$ cat src/rtl/tcht_pkg.sv
// ---------------------------------------------------------------------------
// tcht_pkg - shared types for the task chain hyperperiod table
// Item and result payloads, lcm unit request/response, field widths.
// ---------------------------------------------------------------------------
package tcht_pkg;

  localparam int HP_W        = 63;
  localparam int ID_W        = 16;
  localparam int PERIOD_W    = 32;
  localparam int COUNT_OUT_W = 5;

  localparam logic [HP_W-1:0] HP_MAX = {HP_W{1'b1}};

  localparam logic CMD_ADD    = 1'b0;
  localparam logic CMD_LOOKUP = 1'b1;

  typedef struct packed {
    logic                command;
    logic [ID_W-1:0]     task_id;
    logic [PERIOD_W-1:0] task_period;
  } tcht_item_t;

  typedef struct packed {
    logic [HP_W-1:0]        hyperperiod;
    logic                   in_chain;
    logic                   is_last;
    logic [COUNT_OUT_W-1:0] task_count;
    logic                   full_reject;
    logic                   overflow;
  } tcht_result_t;

  typedef struct packed {
    logic                start;
    logic [HP_W-1:0]     old;
    logic [PERIOD_W-1:0] period;
  } tcht_lcm_req_t;

  typedef struct packed {
    logic            done;
    logic            sat;
    logic [HP_W-1:0] value;
  } tcht_lcm_rsp_t;

endpackage

$ cat src/rtl/tcht_ram.sv
// ---------------------------------------------------------------------------
// tcht_ram - generic single-write, single-read RAM
// One write port, one read port, read data registered.
// ---------------------------------------------------------------------------
module tcht_ram #(
  parameter int WIDTH = 16,
  parameter int DEPTH = 16
) (
  input  logic                                  clk,
  input  logic                                  we,
  input  logic [(DEPTH > 1 ? $clog2(DEPTH) : 1)-1:0] waddr,
  input  logic [WIDTH-1:0]                      wdata,
  input  logic [(DEPTH > 1 ? $clog2(DEPTH) : 1)-1:0] raddr,
  output logic [WIDTH-1:0]                      rdata
);

  logic [WIDTH-1:0] mem [DEPTH];

  always_ff @(posedge clk) begin
    if (we) begin
      mem[waddr] <= wdata;
    end
    rdata <= mem[raddr];
  end

endmodule

$ cat src/rtl/tcht_lcm_unit.sv
// ---------------------------------------------------------------------------
// tcht_lcm_unit - iterative lcm fold
// old / gcd(old, p) * p with 63-bit saturation. Binary gcd one step per
// cycle, restoring divide two quotient bits per cycle, 64x32 multiply as
// two 32x32 partial products on one shared multiplier.
// ---------------------------------------------------------------------------
module tcht_lcm_unit (
  input  logic                    clk,
  input  logic                    rst,
  input  tcht_pkg::tcht_lcm_req_t req,
  output tcht_pkg::tcht_lcm_rsp_t rsp
);

  import tcht_pkg::*;

  typedef enum logic [5:0] {
    L_IDLE   = 6'b000001,
    L_GCD    = 6'b000010,
    L_DIV    = 6'b000100,
    L_MUL_LO = 6'b001000,
    L_MUL_HI = 6'b010000,
    L_FIN    = 6'b100000
  } lcm_state_t;

  lcm_state_t state;

  logic [HP_W-1:0]     ga;
  logic [PERIOD_W-1:0] gb;
  logic [PERIOD_W-1:0] pr;
  logic [4:0]          k;
  logic [PERIOD_W-1:0] g;
  logic [PERIOD_W-1:0] rem;
  logic [63:0]         dq;      // dividend in, quotient out
  logic [4:0]          dcnt;
  logic [63:0]         pl;
  logic [63:0]         ph;

  // gcd step
  logic                eq;
  logic                ga_gt;
  logic [HP_W-1:0]     ga_diff;
  logic [PERIOD_W-1:0] gb_diff;
  logic [63:0]         gsh;

  assign eq      = (ga == {{(HP_W-PERIOD_W){1'b0}}, gb});
  assign ga_gt   = (ga > {{(HP_W-PERIOD_W){1'b0}}, gb});
  assign ga_diff = ga - {{(HP_W-PERIOD_W){1'b0}}, gb};
  assign gb_diff = gb - ga[PERIOD_W-1:0];
  assign gsh     = {32'b0, gb} << k;

  // two restoring divide steps
  logic [PERIOD_W:0]   r1, r1s, r2, r2s;
  logic                ge1, ge2;
  logic [PERIOD_W-1:0] rem1, rem2;

  always_comb begin
    r1   = {rem, dq[63]};
    ge1  = (r1 >= {1'b0, g});
    r1s  = ge1 ? (r1 - {1'b0, g}) : r1;
    rem1 = r1s[PERIOD_W-1:0];
    r2   = {rem1, dq[62]};
    ge2  = (r2 >= {1'b0, g});
    r2s  = ge2 ? (r2 - {1'b0, g}) : r2;
    rem2 = r2s[PERIOD_W-1:0];
  end

  // shared multiplier
  logic [31:0] mul_a;
  logic [63:0] prod;
  logic [95:0] sum;

  assign mul_a = (state == L_MUL_LO) ? dq[31:0] : dq[63:32];
  assign prod  = 64'(mul_a) * 64'(pr);
  assign sum   = {ph, 32'b0} + {32'b0, pl};

  assign rsp.done  = (state == L_FIN);
  assign rsp.sat   = |sum[95:HP_W];
  assign rsp.value = rsp.sat ? HP_MAX : sum[HP_W-1:0];

  always_ff @(posedge clk) begin
    if (rst) begin
      state <= L_IDLE;
    end else begin
      unique case (state)
        L_IDLE:   if (req.start) state <= L_GCD;
        L_GCD:    if (eq) state <= L_DIV;
        L_DIV:    if (&dcnt) state <= L_MUL_LO;
        L_MUL_LO: state <= L_MUL_HI;
        L_MUL_HI: state <= L_FIN;
        L_FIN:    state <= L_IDLE;
        default:  state <= L_IDLE;
      endcase
    end
  end

  always_ff @(posedge clk) begin
    case (state)
      L_IDLE: begin
        ga <= req.old;
        gb <= req.period;
        pr <= req.period;
        dq <= {1'b0, req.old};
        k  <= '0;
      end
      L_GCD: begin
        if (eq) begin
          g    <= gsh[PERIOD_W-1:0];
          rem  <= '0;
          dcnt <= '0;
        end else if (!ga[0] && !gb[0]) begin
          ga <= ga >> 1;
          gb <= gb >> 1;
          k  <= k + 5'd1;
        end else if (!ga[0]) begin
          ga <= ga >> 1;
        end else if (!gb[0]) begin
          gb <= gb >> 1;
        end else if (ga_gt) begin
          ga <= ga_diff >> 1;
        end else begin
          gb <= gb_diff >> 1;
        end
      end
      L_DIV: begin
        rem  <= rem2;
        dq   <= {dq[61:0], ge1, ge2};
        dcnt <= dcnt + 5'd1;
      end
      L_MUL_LO: pl <= prod;
      L_MUL_HI: ph <= prod;
      default: ;
    endcase
  end

endmodule

$ cat src/rtl/task_chain_hyperperiod_table.sv
// ---------------------------------------------------------------------------
// task_chain_hyperperiod_table - task id chain with running hyperperiod
// Add appends an id and folds its period into the running lcm; lookup
// scans the id table. Every item returns hyperperiod, count and flags.
// ---------------------------------------------------------------------------
//
//  channel  dir  handshake                 payload
//  -------  ---  ------------------------  -------------------------------
//  item     in   start & !busy             item   (tcht_item_t)
//  result   out  done, one cycle, no stall result (tcht_result_t)
//  config   in   cfg_we, no wait           cfg_data (empty_hyperperiod)
//
//  Steps, accept to done:
//    add, first / rejected / saturated / zero period : straight to reply
//    add with fold : binary gcd on the lcm unit (one bit per step), then
//                    restoring divide, multiply and finish, then reply
//    lookup : scan, one id table read per cycle; straight to reply if empty
//  Reset is synchronous; the id table needs no clearing pass.
//  The receiver cannot stall: done lasts one cycle, and the next item may
//  be accepted in that same cycle.
//
module task_chain_hyperperiod_table #(
  parameter int MAX_TASKS = 16
) (
  input  logic                   clk,
  input  logic                   rst,
  input  logic                   start,
  output logic                   busy,
  input  tcht_pkg::tcht_item_t   item,
  output logic                   done,
  output tcht_pkg::tcht_result_t result,
  input  logic                   cfg_we,
  input  logic [62:0]            cfg_data
);

  import tcht_pkg::*;

  localparam int CNT_W = $clog2(MAX_TASKS + 1);
  localparam int AW    = (MAX_TASKS > 1) ? $clog2(MAX_TASKS) : 1;

  typedef enum logic [3:0] {
    S_IDLE  = 4'b0001,
    S_FOLD  = 4'b0010,
    S_SCAN  = 4'b0100,
    S_REPLY = 4'b1000
  } state_t;

  state_t state;

  // architectural state
  logic [CNT_W-1:0] count;
  logic [ID_W-1:0]  last_id;
  logic [HP_W-1:0]  lcm;
  logic             overflow_seen;
  logic [HP_W-1:0]  empty_hp;

  // per-item working registers
  logic [AW-1:0]    ptr;       // id table entry whose read data is due
  logic [ID_W-1:0]  id_q;
  logic             found_q;
  logic             last_q;
  logic             reject_q;

  logic             accept;
  logic             is_add;
  logic             full;
  logic             fold_go;
  logic             scan_end;
  logic [ID_W-1:0]  rd_data;
  logic [AW-1:0]    rd_addr;

  tcht_lcm_req_t    lcm_req;
  tcht_lcm_rsp_t    lcm_rsp;

  // an item can enter while the previous result is on the ports
  assign busy   = !(state == S_IDLE || state == S_REPLY);
  assign accept = start && !busy;
  assign is_add = (item.command == CMD_ADD);
  assign full   = (count >= CNT_W'(MAX_TASKS));

  // fold through the lcm unit only when no shortcut applies:
  // first task, sticky saturation, or a zero on either side
  assign fold_go = accept && is_add && !full && (count != '0) && !overflow_seen &&
                   (lcm != '0) && (item.task_period != '0);

  assign lcm_req.start  = fold_go;
  assign lcm_req.old    = lcm;
  assign lcm_req.period = item.task_period;

  tcht_lcm_unit u_lcm (
    .clk (clk),
    .rst (rst),
    .req (lcm_req),
    .rsp (lcm_rsp)
  );

  // id table: written only on add accept, read data used only by a scan, so the
  // two never touch the same entry in overlapping cycles
  assign rd_addr  = (state == S_SCAN) ? AW'(ptr + 1'b1) : '0;
  assign scan_end = ((CNT_W'(ptr) + 1'b1) == count);

  tcht_ram #(
    .WIDTH (ID_W),
    .DEPTH (MAX_TASKS)
  ) u_id_table (
    .clk   (clk),
    .we    (accept && is_add && !full),
    .waddr (count[AW-1:0]),
    .wdata (item.task_id),
    .raddr (rd_addr),
    .rdata (rd_data)
  );

  always_ff @(posedge clk) begin
    if (rst) begin
      state         <= S_IDLE;
      count         <= '0;
      last_id       <= '0;
      lcm           <= '0;
      overflow_seen <= 1'b0;
      empty_hp      <= '0;
      ptr           <= '0;
    end else begin
      if (cfg_we) begin
        empty_hp <= cfg_data;
      end
      unique case (state) inside
        S_IDLE, S_REPLY: begin
          if (accept) begin
            ptr <= '0;
            if (is_add) begin
              if (full) begin
                state <= S_REPLY;
              end else begin
                count   <= count + 1'b1;
                last_id <= item.task_id;
                if (count == '0) begin
                  lcm <= HP_W'(item.task_period);
                end else if (overflow_seen) begin
                  lcm <= HP_MAX;
                end else if ((lcm == '0) || (item.task_period == '0)) begin
                  lcm <= '0;
                end
                state <= fold_go ? S_FOLD : S_REPLY;
              end
            end else begin
              state <= (count == '0) ? S_REPLY : S_SCAN;
            end
          end else begin
            state <= S_IDLE;
          end
        end
        S_FOLD: begin
          if (lcm_rsp.done) begin
            lcm <= lcm_rsp.value;
            if (lcm_rsp.sat) begin
              overflow_seen <= 1'b1;
            end
            state <= S_REPLY;
          end
        end
        S_SCAN: begin
          ptr <= ptr + 1'b1;
          if (scan_end) begin
            state <= S_REPLY;
          end
        end
        default: state <= S_IDLE;
      endcase
    end
  end

  always_ff @(posedge clk) begin
    if (accept) begin
      id_q     <= item.task_id;
      found_q  <= 1'b0;
      last_q   <= !is_add && (count != '0) && (item.task_id == last_id);
      reject_q <= is_add && full;
    end else if (state == S_SCAN && rd_data == id_q) begin
      found_q <= 1'b1;
    end
  end

  // result comes straight from registers during the reply cycle
  assign done               = (state == S_REPLY);
  assign result.hyperperiod = (count == '0) ? empty_hp : lcm;
  assign result.in_chain    = found_q;
  assign result.is_last     = last_q;
  assign result.task_count  = COUNT_OUT_W'(count);
  assign result.full_reject = reject_q;
  assign result.overflow    = overflow_seen;

`ifndef ASSERT_OFF
  a_overflow_sticky: assert property (@(posedge clk) disable iff (rst)
    overflow_seen |=> overflow_seen)
    else $error("overflow flag cleared");

  a_saturated_holds: assert property (@(posedge clk) disable iff (rst)
    overflow_seen |-> (lcm == HP_MAX))
    else $error("hyperperiod left saturation");

  a_reject_keeps_count: assert property (@(posedge clk) disable iff (rst)
    (accept && is_add && full) |=> $stable(count))
    else $error("rejected add changed task count");

  a_fold_done_in_fold: assert property (@(posedge clk) disable iff (rst)
    lcm_rsp.done |-> (state == S_FOLD))
    else $error("lcm unit finished outside fold");
`endif

endmodule

$ cat config.mk
export PLATFORM = sky130hd
export DESIGN_NAME = task_chain_hyperperiod_table
export DESIGN_NICKNAME = d
export VERILOG_FILES = /design/src/rtl/tcht_pkg.sv /design/src/rtl/tcht_ram.sv /design/src/rtl/tcht_lcm_unit.sv /design/src/rtl/task_chain_hyperperiod_table.sv
export SDC_FILE = /design/constraint.sdc
export NUM_CORES = 2
export LEC_CHECK = 0
export BUFFER_PORTS_ARGS = -buffer_cell sky130_fd_sc_hd__buf_2
export CAP_MARGIN = 20
export CORE_MARGIN = 1
export CORE_UTILIZATION = 40
export CTS_BUF_LIST = sky130_fd_sc_hd__clkbuf_4 sky130_fd_sc_hd__clkbuf_8 sky130_fd_sc_hd__clkbuf_16
export DETAILED_ROUTE_END_ITERATION = 8
export HOLD_SLACK_MARGIN = 0.02
export PLACE_DENSITY = 0.56
export SETUP_SLACK_MARGIN = 0.5
export SYNTH_ARGS = -nofsm -noshare
export SYNTH_HDL_FRONTEND = slang
export SYNTH_SLANG_ARGS = --single-unit
$ cat constraint.sdc
create_clock -name clk -period 9.8 [get_ports clk]
set_input_delay 0.49 -clock clk [delete_from_list [all_inputs] [get_ports clk]]
set_output_delay 0.49 -clock clk [all_outputs]
set_load 0.02 [all_outputs]
==> key figures <==
Yosys
  – Gate Count Post-Synth: 8310
  – Synth Flop Type: edfxtp_1
  – Ys async rst share: 0%
  – Mapped Area: 79570 um^2
  – Mean Syn Cell Area: 9.575 um^2
  – Netlist cell types: 99
  – Seq/Total Area, Yosys: 29.68%
  – Number of flops mapped to enable cells by yosys: 667
  – FF+latch count, synth: 846
  – Synth Net Count: 9759
  – Syn. warnings: 0

STA
  – Slew headroom: 19.18%
  – Final Hold Viols: 0
  – Worst Max-Slew Pin Slew: 1.212 ns
  – Final Skew: 0.07656 ns
  – # setup viols final: 0
  – Crit share post-route: 92.52%
  – Setup ws final: 0.7328 ns
  – F_max: 110.3 MHz
  – Hold WS: 0.1172 ns
  – Slew Limit Fails: 0
  – Unrepaired setup endpoints after global routing: false
  – Post-layout minimum cycle time: 9.067 ns

Floorplan
  – Initial core utilization: 40.31%
  – Die area: 200700 um^2
  – I/O pin cnt: 190
  – # rows: 163
  – Core ar.: 197400 um^2
  – Chip height: 448.0 um
  – Die X: 448.0 um

Setup path
  – Crit end category: register
  – Critical Path Max Stage Delay: 0.56 ns
  – R2r startpoint: u_lcm.state[2]
  – RR Endpoint: u_lcm.ph[61]
  – Worst R2R Setup Slack: 0.73 ns
  – Required time of the critical path: 10.27 ns
  – Most Frequent Cell on Critical Path: fa_1
  – Critical-path top delay cell: fa_1
  – Arrival @ worst endpoint: 9.53 ns
  – Type of origin of the critical path: register
  – Largest fanout on the critical path: 13
  – R2R depth: 33
  – Type of the worst setup path: reg -> reg

Clock tree
  – H-tree depth: 3
  – Clk_lat worst skew: 0.73 ns
  – CTS tree: built
  – Clock buffer count from CTS: 95
  – Clk slew on worst S/H paths: 0.06 ns
  – Root Buffer: clkbuf_16
  – Sink Count: 846
  – Bufs on Longest Clock Path: 3

Global route
  – Initial antenna violation count: 19
  – Met2 Use GR: 45.95%
  – Met1 layer usage reported by global route: 33.09%
  – Global-route wire length before repair: 400100 um
  – Gr busiest metal: met2
  – GRT Util Overall: 26.58%
  – Congestion Overflow GR: 0
  – Vias in the first global route: 62.62k
  – Met3 Track Usage GR: 2.914%
  – Largest net degree at the start of global routing: 98

Run
  – Max cap viols: 0

Layout
  – Commonest non-fill, non-tap cells in the layout: nand2_1, inv_1, fa_1
  – Most common cell after layout, fill and taps aside: nand2_1
  – Final nets: 9865
  – Layout cells sized above 1: 9.452%
  – Area grow syn2layout: 11.34%

Route
  – WL per Instance: 24.14 um
  – TritonRoute pass-1 iters: 7
  – Final wirelength: 269100 um
  – DRC violation count after routing: 0
  – DR iter-0 viols: 4734
  – Vias per std cell: 5.523
  – Vias: 61.57k
  – DRT antenna net count: 0

Worst hold path
  – Hold path depth: 3
  – Min-delay worst type: in -> reg
  – Hold path endpoint: state[2]
  – Hold Startpoint: item[48]

Placed design
  – DP Worst Slack: -0.09338 ns
  – Buffers added on ports: 189
  – DP Wirelength: 205200 um
  – Placer's final routability congestion estimate: 0.9343

Status
  – Status: completed
critical path: cells and delay by family, from the launching register on:
kind | cells | cell delay, ns
XOR/XNOR | 1 | 0.16
buffers and inverters | 8 | 0.91
flip-flops | 1 | 0.36
AND/OR/NAND/NOR | 8 | 1.59
AO/OA/AOI/OAI | 7 | 1.34
adder cells (fa/ha/maj) | 9 | 4.44
per-layer routing:
metal | share of wire, % | up-vias
li1 | - | 27740
met1 | 40 | 31180
met2 | 50 | 2121
met3 | 5.6 | 523
met4 | 5.3 | 2
met5 | 0.0048 | -
registers in the layout, indices dropped and copies added, names as in the netlist, 63 cells and up:
register        flops
u_lcm.ph           64
u_lcm.ga           63
lcm                63
u_lcm.pl           64
u_lcm.dq           64
empty_hp           63
u_id_table.mem    256
synth_stat cells (16+ instances only):
cell | instances | area (um^2)
nand2_1 | 1256 | 4715
inv_1 | 1025 | 3847
fa_1 | 901 | 18040
edfxtp_1 | 667 | 20030
and2_1 | 598 | 3741
ha_1 | 432 | 5405
nor2_1 | 427 | 1603
clkbuf_1 | 418 | 1569
a21oi_1 | 366 | 1832
o21ai_0 | 260 | 1301
xnor2_1 | 184 | 1612
mux2i_1 | 181 | 1812
dfxtp_1 | 179 | 3583
a21o_1 | 132 | 991.0
nand3_1 | 103 | 515.5
xor2_1 | 96 | 840.8
nor3_1 | 86 | 430.4
or3_1 | 65 | 406.6
nand4_1 | 63 | 394.1
a31oi_1 | 55 | 344.1
mux2_2 | 52 | 585.6
nor4_1 | 52 | 325.3
o22ai_1 | 51 | 319.1
a211oi_1 | 45 | 337.8
a221oi_1 | 41 | 359.1
o21a_1 | 38 | 285.3
o31ai_1 | 37 | 277.8
nor3b_1 | 36 | 270.3
and3_1 | 29 | 181.4
nand2b_1 | 28 | 175.2
buf_1 | 26 | 97.59
o21bai_1 | 23 | 172.7
a21oi_2 | 21 | 183.9
nor2b_1 | 21 | 131.4
o21ai_1 | 20 | 100.1
a311oi_1 | 17 | 148.9
a41oi_1 | 17 | 148.9
buf_2 | 16 | 80.08
through the flow:
step / instance area (um^2) / setup TNS (ns) / cells / utilization [%]
after detailed placement: 83900 / -0.4319 / 10870 / 42.50
after global placement: 83790 / -0.1339 / 10860 / 42.44
final: 88600 / 0 / 11150 / 44.88
after global routing: 88570 / 0 / 11140 / 44.87
after floorplan: 79570 / 0 / 8310 / -
after CTS: 87980 / 0 / 11110 / 44.57
area by class of cell:
cell class	count	area (um^2)
clock buffer	114	2575
sequential	846	23620
timing repair buffer	479	3771
tap	2640	3303
inverter	1029	3865
clock inverter	63	726.9
antenna	11	27.53
fill	19080	108800
multi-input combinational	5965	50700
timing repair:
| action | in CTS | in global routing |
|---|---|---|
| cloned | 0 | 4 |
| buffers inserted | 2 | 21 |
| endpoints found under the setup margin | 34 | 38 |
| pin swaps | 4 | 19 |
| endpoints found under the hold margin | 63 | 0 |
| resized for setup | 38 | 48 |
| hold buffers | 63 | 0 |
cells by family after synthesis:
family | share of synthesized area [%]
AO/OA/AOI/OAI | 10.22
flip-flops | 29.68
AND/OR/NAND/NOR | 17.02
multiplexers | 3.381
adder cells (fa/ha/maj) | 29.46
buffers and inverters | 7.158
XOR/XNOR | 3.082
worst max path at each step:
| stage | startpoint | to | depth (start not counted) |
|---|---|---|---|
| floorplan | u_lcm.state[5] | u_lcm.ph[41] | 30 |
| global placement | u_lcm.state[5] | u_lcm.ph[61] | 32 |
| detailed placement | u_lcm.state[5] | u_lcm.pl[61] | 32 |
| CTS | u_lcm.state[5] | u_lcm.pl[63] | 34 |
| global route | u_lcm.state[2] | u_lcm.ph[61] | 34 |
| finish | u_lcm.state[2] | u_lcm.ph[61] | 33 |
Power is left out: the tool's default activity adds up to more than one toggle a clock period on the data nets, which glitch-free logic cannot reach.
